<file path="src/hdl/assert_macros.svh">
// ----------------------------------------------------------------------------
// Assertion macros
// Shared property wrappers for the smoother; they compile to nothing when
// SYNTH is defined.
// ----------------------------------------------------------------------------
`ifndef ASSERT_MACROS_SVH
`define ASSERT_MACROS_SVH

`ifndef SYNTH

// Check cons in the cycle after ante.
`define ASSERT_NEXT(lbl, clk, rst, ante, cons, msg) \
  lbl: assert property (@(posedge clk) disable iff (rst) (ante) |=> (cons)) \
    else $error(msg);

// Check that expr never holds.
`define ASSERT_NEVER(lbl, clk, rst, expr, msg) \
  lbl: assert property (@(posedge clk) disable iff (rst) !(expr)) \
    else $error(msg);

`else

`define ASSERT_NEXT(lbl, clk, rst, ante, cons, msg)
`define ASSERT_NEVER(lbl, clk, rst, expr, msg)

`endif

`endif

</file>
<file path="src/hdl/mps_pkg.sv">
// ----------------------------------------------------------------------------
// mps_pkg
// Types, constants and control word layout of the pot smoother.
// ----------------------------------------------------------------------------
package mps_pkg;

  localparam int NUM_CHANNELS = 6;
  localparam int HISTORY_LEN  = 16;   // power of two: the average is a shift

  localparam int SAMPLE_W    = 12;
  localparam int CH_OUT_W    = 3;
  localparam int LEVEL_W     = 8;
  localparam int LEVEL_SHIFT = 4;

  localparam int CH_W       = (NUM_CHANNELS > 1) ? $clog2(NUM_CHANNELS) : 1;
  localparam int IDX_W      = $clog2(HISTORY_LEN);
  localparam int HIST_SHIFT = $clog2(HISTORY_LEN);
  localparam int SUM_W      = SAMPLE_W + HIST_SHIFT;
  localparam int MEM_DEPTH  = NUM_CHANNELS * HISTORY_LEN;
  localparam int ADDR_W     = $clog2(MEM_DEPTH);

  // Configuration port
  localparam int PADDR_W = 3;
  localparam int PDATA_W = 32;
  localparam logic [PADDR_W-3:0] REG_DEADBAND = '0;
  localparam logic [SAMPLE_W-1:0] DEADBAND_RESET = 12'd12;

  // Stream widths
  localparam int S_TDATA_W = 16;
  localparam int M_TDATA_W = 24;

  // Microprogram
  localparam int STEP_W = 3;
  typedef logic [STEP_W-1:0] step_t;

  localparam step_t STEP_IDLE   = 3'd0;
  localparam step_t STEP_WRITE  = 3'd1;
  localparam step_t STEP_PRIME  = 3'd2;
  localparam step_t STEP_SUM    = 3'd3;
  localparam step_t STEP_DRAIN  = 3'd4;
  localparam step_t STEP_FINISH = 3'd5;
  localparam step_t STEP_LAST   = STEP_FINISH;

  typedef enum logic [1:0] {
    COND_NONE,
    COND_NO_INPUT,
    COND_IDX_MORE,
    COND_OUT_BUSY
  } cond_t;

  typedef struct packed {
    logic  take;      // offer the input channel
    logic  wr;        // write the sample into the history
    logic  rd;        // read history entry at the loop index
    logic  clr;       // clear accumulator and loop index
    logic  acc_en;    // add the returned history word
    logic  finish;    // update held value, issue result, advance indices
    cond_t cond;
    step_t target;
  } ctrl_word_t;

  typedef struct packed {
    logic accept;
    logic wr;
    logic rd;
    logic clr;
    logic acc_en;
    logic finish;
  } dp_ctrl_t;

  typedef struct packed {
    logic idx_last;
  } dp_stat_t;

  typedef struct packed {
    logic [SAMPLE_W-1:0] held_value;
    logic [LEVEL_W-1:0]  level;
    logic [CH_OUT_W-1:0] channel;
  } result_t;

endpackage

</file>
<file path="src/hdl/multichannel_pot_smoother.sv">
// ----------------------------------------------------------------------------
// multichannel_pot_smoother
// Round-robin moving average with deadband over six converter channels.
// ----------------------------------------------------------------------------
// Usage: send one 12-bit converter request per sample on the s_ side; the
// samples belong to channels 0..5 in turn, starting at channel 0 after reset.
// Each request yields exactly one result on the m_ side: channel number,
// 8-bit level and 12-bit held value of that channel.
// Timing: a request is taken in the idle step; the result is loaded into the
// output register in the finish step. The time per request is set by the
// single-port history memory: one read per cycle over the 16 history
// entries of the channel, plus write, prime, drain and finish steps.
// The next request is accepted while a result waits in the output register.
// Stall: if the receiver holds m_tready low, the sequencer holds in its finish
// step until the output register frees, then returns to idle.
// Reset: history, held values, channel and slot indices clear at once (the
// history through per-entry valid bits, no clearing pass); deadband returns
// to 12. The deadband register sits at byte address 0 of the APB port.
// ----------------------------------------------------------------------------
module multichannel_pot_smoother (
  input  logic                          clk,
  input  logic                          rst,
  // Input stream
  input  logic                          s_tvalid,
  output logic                          s_tready,
  input  logic [mps_pkg::S_TDATA_W-1:0] s_tdata,   // [11:0] sample
  // Output stream
  output logic                          m_tvalid,
  input  logic                          m_tready,
  output logic [mps_pkg::M_TDATA_W-1:0] m_tdata,   // [2:0] channel, [10:3] level,
                                                    // [22:11] held_value
  // Configuration
  input  logic                          psel,
  input  logic                          penable,
  input  logic                          pwrite,
  input  logic [mps_pkg::PADDR_W-1:0]   paddr,
  input  logic [mps_pkg::PDATA_W-1:0]   pwdata,
  output logic [mps_pkg::PDATA_W-1:0]   prdata,
  output logic                          pready
);

  mps_pkg::dp_ctrl_t            ctrl;
  mps_pkg::dp_stat_t            stat;
  mps_pkg::result_t             result;
  logic [mps_pkg::SAMPLE_W-1:0] deadband;
  logic                         out_free;
  logic                         reg_hit;

  // Register decode: word address only, byte lanes ignored
  assign pready  = 1'b1;
  assign reg_hit = (paddr[mps_pkg::PADDR_W-1:2] == mps_pkg::REG_DEADBAND);
  assign prdata  = reg_hit ? mps_pkg::PDATA_W'(deadband) : '0;

  always_ff @(posedge clk) begin
    if (rst) begin
      deadband <= mps_pkg::DEADBAND_RESET;
    end else if (psel && penable && pwrite && pready && reg_hit) begin
      deadband <= pwdata[mps_pkg::SAMPLE_W-1:0];
    end
  end

  // Output register frees when empty or being drained this cycle
  assign out_free = !m_tvalid || m_tready;

  mps_seq u_seq (
    .clk      (clk),
    .rst      (rst),
    .in_valid (s_tvalid),
    .out_free (out_free),
    .stat     (stat),
    .in_ready (s_tready),
    .ctrl     (ctrl)
  );

  mps_datapath u_datapath (
    .clk      (clk),
    .rst      (rst),
    .ctrl     (ctrl),
    .sample   (s_tdata[mps_pkg::SAMPLE_W-1:0]),
    .deadband (deadband),
    .stat     (stat),
    .result   (result)
  );

  // Result register: load on finish, drop on handoff
  always_ff @(posedge clk) begin
    if (rst) begin
      m_tvalid <= 1'b0;
    end else if (ctrl.finish) begin
      m_tvalid <= 1'b1;
    end else if (m_tready) begin
      m_tvalid <= 1'b0;
    end
  end

  always_ff @(posedge clk) begin
    if (ctrl.finish) begin
      m_tdata <= mps_pkg::M_TDATA_W'(result);
    end
  end

endmodule

</file>
<file path="src/hdl/mps_seq.sv">
// ----------------------------------------------------------------------------
// mps_seq
// Step counter and microprogram ROM driving the smoother datapath.
// ----------------------------------------------------------------------------
`include "assert_macros.svh"

module mps_seq (
  input  logic              clk,
  input  logic              rst,
  input  logic              in_valid,
  input  logic              out_free,
  input  mps_pkg::dp_stat_t stat,
  output logic              in_ready,
  output mps_pkg::dp_ctrl_t ctrl
);

  mps_pkg::step_t      step;
  mps_pkg::step_t      step_next;
  mps_pkg::ctrl_word_t cw;
  logic                cond_true;

  // Microprogram
  always_comb begin
    cw = '{take: 1'b0, wr: 1'b0, rd: 1'b0, clr: 1'b0, acc_en: 1'b0, finish: 1'b0,
           cond: mps_pkg::COND_NONE, target: mps_pkg::STEP_IDLE};
    case (step)
      mps_pkg::STEP_IDLE: begin
        cw.take   = 1'b1;
        cw.cond   = mps_pkg::COND_NO_INPUT;
        cw.target = mps_pkg::STEP_IDLE;
      end
      mps_pkg::STEP_WRITE: begin
        cw.wr  = 1'b1;
        cw.clr = 1'b1;
      end
      mps_pkg::STEP_PRIME: begin
        cw.rd = 1'b1;
      end
      mps_pkg::STEP_SUM: begin
        cw.rd     = 1'b1;
        cw.acc_en = 1'b1;
        cw.cond   = mps_pkg::COND_IDX_MORE;
        cw.target = mps_pkg::STEP_SUM;
      end
      mps_pkg::STEP_DRAIN: begin
        cw.acc_en = 1'b1;
      end
      mps_pkg::STEP_FINISH: begin
        cw.finish = 1'b1;
        cw.cond   = mps_pkg::COND_OUT_BUSY;
        cw.target = mps_pkg::STEP_FINISH;
      end
      default: begin
        cw.cond   = mps_pkg::COND_NONE;
      end
    endcase
  end

  always_comb begin
    case (cw.cond)
      mps_pkg::COND_NO_INPUT: cond_true = !in_valid;
      mps_pkg::COND_IDX_MORE: cond_true = !stat.idx_last;
      mps_pkg::COND_OUT_BUSY: cond_true = !out_free;
      default:                cond_true = 1'b0;
    endcase

    if (cond_true) begin
      step_next = cw.target;
    end else if (step >= mps_pkg::STEP_LAST) begin
      step_next = mps_pkg::STEP_IDLE;
    end else begin
      step_next = step + 1'b1;
    end

    in_ready    = cw.take;
    ctrl.accept = cw.take && in_valid;
    ctrl.wr     = cw.wr;
    ctrl.rd     = cw.rd;
    ctrl.clr    = cw.clr;
    ctrl.acc_en = cw.acc_en;
    ctrl.finish = cw.finish && out_free;
  end

  always_ff @(posedge clk) begin
    if (rst) begin
      step <= mps_pkg::STEP_IDLE;
    end else begin
      step <= step_next;
    end
  end

  `ASSERT_NEXT(a_accept_to_write, clk, rst, ctrl.accept, step == mps_pkg::STEP_WRITE,
               "accepted request did not start the write step")
  `ASSERT_NEXT(a_stall_holds, clk, rst, cw.finish && !out_free,
               step == mps_pkg::STEP_FINISH, "finish step left while output was full")
  `ASSERT_NEXT(a_finish_to_idle, clk, rst, ctrl.finish, step == mps_pkg::STEP_IDLE,
               "sequencer did not return to idle after a result")
  `ASSERT_NEVER(a_step_range, clk, rst, step > mps_pkg::STEP_LAST,
                "step counter beyond end of program")

endmodule

</file>
<file path="src/hdl/mps_datapath.sv">
// ----------------------------------------------------------------------------
// mps_datapath
// History memory, accumulator, held values and channel/slot indices.
// ----------------------------------------------------------------------------
module mps_datapath (
  input  logic                           clk,
  input  logic                           rst,
  input  mps_pkg::dp_ctrl_t              ctrl,
  input  logic [mps_pkg::SAMPLE_W-1:0]   sample,
  input  logic [mps_pkg::SAMPLE_W-1:0]   deadband,
  output mps_pkg::dp_stat_t              stat,
  output mps_pkg::result_t               result
);

  logic [mps_pkg::SAMPLE_W-1:0]  hist [mps_pkg::MEM_DEPTH];
  logic [mps_pkg::MEM_DEPTH-1:0] hist_vld;
  logic [mps_pkg::SAMPLE_W-1:0]  rd_data;
  logic                          rd_vld;

  logic [mps_pkg::SAMPLE_W-1:0]  held [mps_pkg::NUM_CHANNELS];
  logic [mps_pkg::SAMPLE_W-1:0]  sample_q;
  logic [mps_pkg::CH_W-1:0]      ch;
  logic [mps_pkg::IDX_W-1:0]     slot;
  logic [mps_pkg::IDX_W-1:0]     idx;
  logic [mps_pkg::SUM_W-1:0]     acc;

  logic [mps_pkg::ADDR_W-1:0]    wr_addr;
  logic [mps_pkg::ADDR_W-1:0]    rd_addr;
  logic [mps_pkg::SAMPLE_W-1:0]  avg;
  logic [mps_pkg::SAMPLE_W-1:0]  held_cur;
  logic [mps_pkg::SAMPLE_W-1:0]  diff;
  logic [mps_pkg::SAMPLE_W-1:0]  held_new;

  assign wr_addr = mps_pkg::ADDR_W'(ch) * mps_pkg::ADDR_W'(mps_pkg::HISTORY_LEN)
                 + mps_pkg::ADDR_W'(slot);
  assign rd_addr = mps_pkg::ADDR_W'(ch) * mps_pkg::ADDR_W'(mps_pkg::HISTORY_LEN)
                 + mps_pkg::ADDR_W'(idx);

  assign stat.idx_last = (idx == mps_pkg::IDX_W'(mps_pkg::HISTORY_LEN - 1));

  // Average and deadband decision
  always_comb begin
    avg      = mps_pkg::SAMPLE_W'(acc >> mps_pkg::HIST_SHIFT);
    held_cur = held[ch];
    diff     = (held_cur > avg) ? (held_cur - avg) : (avg - held_cur);
    held_new = (diff >= deadband) ? avg : held_cur;

    result.channel    = mps_pkg::CH_OUT_W'(ch);
    result.level      = mps_pkg::LEVEL_W'(held_new >> mps_pkg::LEVEL_SHIFT);
    result.held_value = held_new;
  end

  // History memory
  always_ff @(posedge clk) begin
    if (ctrl.wr) begin
      hist[wr_addr] <= sample_q;
    end
    if (ctrl.rd) begin
      rd_data <= hist[rd_addr];
    end
  end

  // Entry valid bits: an unwritten entry reads as zero
  always_ff @(posedge clk) begin
    if (rst) begin
      hist_vld <= '0;
      rd_vld   <= 1'b0;
    end else begin
      if (ctrl.wr) begin
        hist_vld[wr_addr] <= 1'b1;
      end
      if (ctrl.rd) begin
        rd_vld <= hist_vld[rd_addr];
      end
    end
  end

  always_ff @(posedge clk) begin
    if (ctrl.accept) begin
      sample_q <= sample;
    end
  end

  always_ff @(posedge clk) begin
    if (ctrl.clr) begin
      acc <= '0;
    end else if (ctrl.acc_en) begin
      acc <= acc + (rd_vld ? mps_pkg::SUM_W'(rd_data) : '0);
    end
  end

  always_ff @(posedge clk) begin
    if (rst) begin
      idx <= '0;
    end else if (ctrl.clr) begin
      idx <= '0;
    end else if (ctrl.rd) begin
      idx <= idx + 1'b1;
    end
  end

  // Held values and round-robin indices
  always_ff @(posedge clk) begin
    if (rst) begin
      for (int i = 0; i < mps_pkg::NUM_CHANNELS; i++) begin
        held[i] <= '0;
      end
      ch   <= '0;
      slot <= '0;
    end else if (ctrl.finish) begin
      held[ch] <= held_new;
      if (ch == mps_pkg::CH_W'(mps_pkg::NUM_CHANNELS - 1)) begin
        ch <= '0;
        if (slot == mps_pkg::IDX_W'(mps_pkg::HISTORY_LEN - 1)) begin
          slot <= '0;
        end else begin
          slot <= slot + 1'b1;
        end
      end else begin
        ch <= ch + 1'b1;
      end
    end
  end

endmodule

</file>
<file path="config.mk">
export PLATFORM = sky130hd
export DESIGN_NAME = multichannel_pot_smoother
export DESIGN_NICKNAME = d
export VERILOG_FILES = /design/src/hdl/mps_pkg.sv /design/src/hdl/multichannel_pot_smoother.sv /design/src/hdl/mps_seq.sv /design/src/hdl/mps_datapath.sv
export VERILOG_INCLUDE_DIRS = /design/src /design/src/hdl
export SDC_FILE = /design/constraint.sdc
export NUM_CORES = 2
export LEC_CHECK = 0
export BUFFER_PORTS_ARGS = -buffer_cell sky130_fd_sc_hd__buf_2
export CAP_MARGIN = 20
export CELL_PAD_IN_SITES_DETAIL_PLACEMENT = 0
export CELL_PAD_IN_SITES_GLOBAL_PLACEMENT = 1
export CORE_UTILIZATION = 45
export CTS_CLUSTER_DIAMETER = 120
export DETAILED_ROUTE_END_ITERATION = 8
export PLACE_DENSITY = 0.72
export RECOVER_POWER = 100
export SKIP_CTS_REPAIR_TIMING = 1
export SLEW_MARGIN = 20
export SYNTH_ARGS = -nofsm -noshare
export SYNTH_HDL_FRONTEND = slang
export SYNTH_SLANG_ARGS = --single-unit
</file>
<file path="constraint.sdc">
create_clock -name clk -period 13.65 [get_ports clk]
set_input_delay 0.6825 -clock clk [delete_from_list [all_inputs] [get_ports clk]]
set_output_delay 0.6825 -clock clk [all_outputs]
set_load 0.01 [all_outputs]
</file>
==> summary.md <==
Status
* **run status** finished with violations
* **violations in the final reports** max-capacitance violations, max-slew violations

CTS
* **number of buffers on the longest clock path** 3
* **CTS tree** done
* **Root Buffer Master** sky130_fd_sc_hd__clkbuf_16
* **TritonCTS Buffers** 142
* **sinks on the clock net** 1430
* **worst-skew pair later-pin latency** 760 ps
* **total number of H-tree levels** 4
* **clock-pin slew on the worst setup and hold paths** 60 ps

Timing
* **unrepaired setup endpoints after global routing** no
* **final number of max-transition violations** 1577
* **Max transition margin** -219%
* **hold violation total from the final report** 0
* **final worst path period need** 9210 ps
* **Worst Skew** 27.9 ps
* **worst slew pin tran** 4780 ps
* **Fmax** 0.109 GHz
* **Post-Route Setup TNS** 0 ps
* **count of final setup violators** 0
* **period utilization** 67.4%

Critical path
* **kind of cell adding the most delay to the critical path** compound AO/OA/AOI/OAI gates
* **cell at the slowest stage of the critical path** sky130_fd_sc_hd__a211oi_1
* **critical-path cell list** clkbuf_1 > mux4_2 > mux2_1 > ha_1 > o21ai_0 > a21oi_1 > o32ai_1 > a211oi_1 > mux2_1 > a31oi_1 > xnor2_1 > ha_1 > o21a_1 > o21ai_0 > o21ai_0 > a21oi_1 > clkbuf_1 > mux2i_1 > nor2_1
* **kind of start point of the critical path** flop
* **worst path arrival time** 9650 ps
* **data required time of the critical path** 14100 ps
* **kind of end point of the critical path** flop
* **critical setup path kind** reg -> reg
* **Crit path largest cell delay** 1590 ps
* **cell count along the critical path** 19
* **WP buf/inv** 2
* **worst-case register-to-register setup slack** 4440 ps
* **Worst Reg-to-Reg Cells** 19
* **Critical R2R Capture** u_datapath.held[5][3]
* **worst-path fanout max** 24
* **most frequent cell on the critical path** sky130_fd_sc_hd__o21ai_0

Floorplan
* **area of the core** 126000 µm²
* **Site Rows** 130
* **starting utilization of the core area** 45.5%
* **width of the die** 358 µm
* **num ports** 117
* **Die Footprint** 128000 µm²
* **die height** 358 µm

Yosys
* **fraction of registers with async set or reset after synthesis** 0%
* **Cells after Synth** 2974
* **Compound-Gate Fraction of Synth Area** 2.25%
* **Post-synth EDFFs** 1287
* **simple-gate share of the synthesized area** 4.32%
* **most frequent cell after synthesis** sky130_fd_sc_hd__edfxtp_1
* **fraction of synthesized cell area in xor and xnor cells** 0.337%
* **largest family of logic cells by synthesized area** multiplexers
* **Syn Std Cell Area** 57100 µm²
* **post-synthesis average cell area** 19.2 µm²
* **fraction of post-synthesis cell area in the top cell type by area** 67.6%
* **leading cell types by total area after synthesis** sky130_fd_sc_hd__edfxtp_1 (68%), sky130_fd_sc_hd__mux4_2 (16%), sky130_fd_sc_hd__dfxtp_1 (5.0%), sky130_fd_sc_hd__nor2_1 (2.4%), sky130_fd_sc_hd__ha_1 (1.2%)
* **Seq/Total Area, Yosys** 72.6%
* **post-synthesis adder-cell area fraction** 1.27%
* **synth warn** 0
* **cell type with the largest total area after synthesis** sky130_fd_sc_hd__edfxtp_1
* **multiplexer area fraction after synthesis** 17.0%
* **count of unique library cells instantiated by Yosys** 64
* **Yosys reg bits** 1430
* **Main synth FF type** sky130_fd_sc_hd__edfxtp_1
* **commonest cells in the synthesized netlist** sky130_fd_sc_hd__edfxtp_1 (1287), sky130_fd_sc_hd__mux4_2 (404), sky130_fd_sc_hd__nor2_1 (368), sky130_fd_sc_hd__dfxtp_1 (143), sky130_fd_sc_hd__nand2_1 (89)

Worst hold path
* **cell count of the worst hold path** 1
* **hold endpoint** u_datapath.sample_q[6]
* **launch instance of the worst min-delay path** s_tdata[6]
* **path class of the lowest-slack min-delay path** in -> reg

Global route
* **Global Route met3 Usage** 3.13%
* **M2 GR Usage** 33.2%
* **initial antenna violation count** 0
* **via count of the first global-routing pass** 28547
* **Congestion Overflow GR** 0
* **pin count of the biggest net entering global routing** 135
* **Most Crowded Layer GR** met2
* **GR Layer Usage met1** 27.4%
* **first-pass GRT wire length** 188 mm
* **overall global routing resource usage** 20.1%

Final layout
* **nets@finish** 3246
* **count of filler cells inserted in the layout** 9956
* **fraction of layout instances using a drive strength above 1** 21.4%
* **Final Instance Count excl. Fillers** 4895
* **layout overhead on the synthesized area** 11.5%

Detailed routing
* **detailed-route vias per instance** 5.78
* **drt first pass iters** 7
* **total DRC errors in the routed layout** 0
* **Post-Route WL** 128 mm
* **via count** 28316
* **number of nets still failing antenna checks after routing** 0
* **detailed-route wire length per cell** 26.2 µm
* **DR iter-0 viols** 2801

Pwr
* **reported leakage power** 19.8 nW
* **total design power** 9.61 mW
* **worst voltage drop across the vdd grid** 91.7 µV
* **PwrDens** 151 nW/µm²

Flow run
* **count of maximum capacitance violations** 34

Placement
* **IO Port Bufs** 68
* **half-perimeter wire length after detailed placement** 76.8 mm
* **number of placed cells counting well taps** 4632
* **global placer's final weighted congestion** 0.835

==> where the power goes <==
part | leakage (nW) | switching (mW) | internal, mW
clock | 2.27 | 1.59 | 2.25
combinational | 4.67 | 0.508 | 0.323
sequential | 12.8 | 0.0336 | 4.90
==> cell usage in the layout, fill, tap and decap left out, types with 18 or more instances in the layout <==
master and count:
sky130_fd_sc_hd__nor2_1 368, sky130_fd_sc_hd__clkinv_1 28, sky130_fd_sc_hd__ha_1 53, sky130_fd_sc_hd__dfxtp_1 140, sky130_fd_sc_hd__a21oi_1 56, sky130_fd_sc_hd__o21ai_0 22, sky130_fd_sc_hd__nand2b_1 20, sky130_fd_sc_hd__edfxtp_1 1287
sky130_fd_sc_hd__inv_1 58, sky130_fd_sc_hd__a22oi_1 28, sky130_fd_sc_hd__clkbuf_16 150, sky130_fd_sc_hd__buf_2 26, sky130_fd_sc_hd__clkinv_2 23, sky130_fd_sc_hd__conb_1 22, sky130_fd_sc_hd__a21o_1 20, sky130_fd_sc_hd__mux4_2 404
sky130_fd_sc_hd__clkbuf_1 162, sky130_fd_sc_hd__o21ba_2 18, sky130_fd_sc_hd__mux2i_1 24, sky130_fd_sc_hd__nand2_1 89
==> routing by layer <==
metal | wire length [µm] | share of wire [%]
met1 | 52500 | 41
met2 | 63900 | 50
met3 | 7960 | 6.2
met5 | 0 | 0
met4 | 3730 | 2.9
==> cells by family (layout without fill, tap and decap cells) <==
logic type / Yosys count / after routing
adders and majority gates: 56 / 56
DFF: 1430 / 1430
muxes: 453 / 453
xor gates and xnor gates: 22 / 22
AOI/OAI and AO/OA: 187 / 187
buffers and inverters: 246 / 496
other: 2 / 23
and+or+nand+nor: 578 / 578
==> worst max-delay path by stage <==
stage                             end
2_1_floorplan  u_datapath.held[5][10]
3_3_place_gp    u_datapath.held[5][7]
3_5_place_dp    u_datapath.held[5][6]
4_1_cts         u_datapath.held[5][6]
5_1_grt        u_datapath.rd_data[11]
6_report        u_datapath.held[5][3]
==> cell type report <==
type                            count  area (µm²)  share of cell area (%)
Clock buffer                      186        4000                    6.27
Antenna cell                        1        2.50                 0.00393
Inverter                           58         218                   0.342
Multi-Input combinational cell   1318       14500                    22.7
Timing Repair Buffer              182         825                    1.29
Clock inverter                     70         613                   0.962
Tap cell                         1650        2060                    3.24
Sequential cell                  1430       41500                    65.2
==> flip-flops by register name, indices dropped and copies added, names as in the netlist, named ones only <==
| name | count |
|---|---|
| deadband | 12 |
| m_tdata | 15 |
| m_tvalid | 1 |
| u_datapath.acc | 16 |
| u_datapath.ch | 3 |
| u_datapath.held | 96 |
| u_datapath.hist | 1152 |
| u_datapath.hist_vld | 96 |
| u_datapath.idx | 4 |
| u_datapath.rd_data | 12 |
| u_datapath.rd_vld | 1 |
| u_datapath.sample_q | 12 |
| u_datapath.slot | 4 |
| u_seq.step | 3 |
==> per-stage QoR <==
stage                     util (%)  hold slack (ps)  worst slack (ps)  cell area, µm²
final                         50.7             98.7              4440           63700
after global routing          50.7             55.9              3370           63700
after CTS                     51.0             34.8              6690           64200
after detailed placement      47.4              450              6720           59600
after global placement        47.3              443              6760           59500
after floorplan                  -              406              7900           57200
No activity file was read; power rests on OpenSTA's default activity.
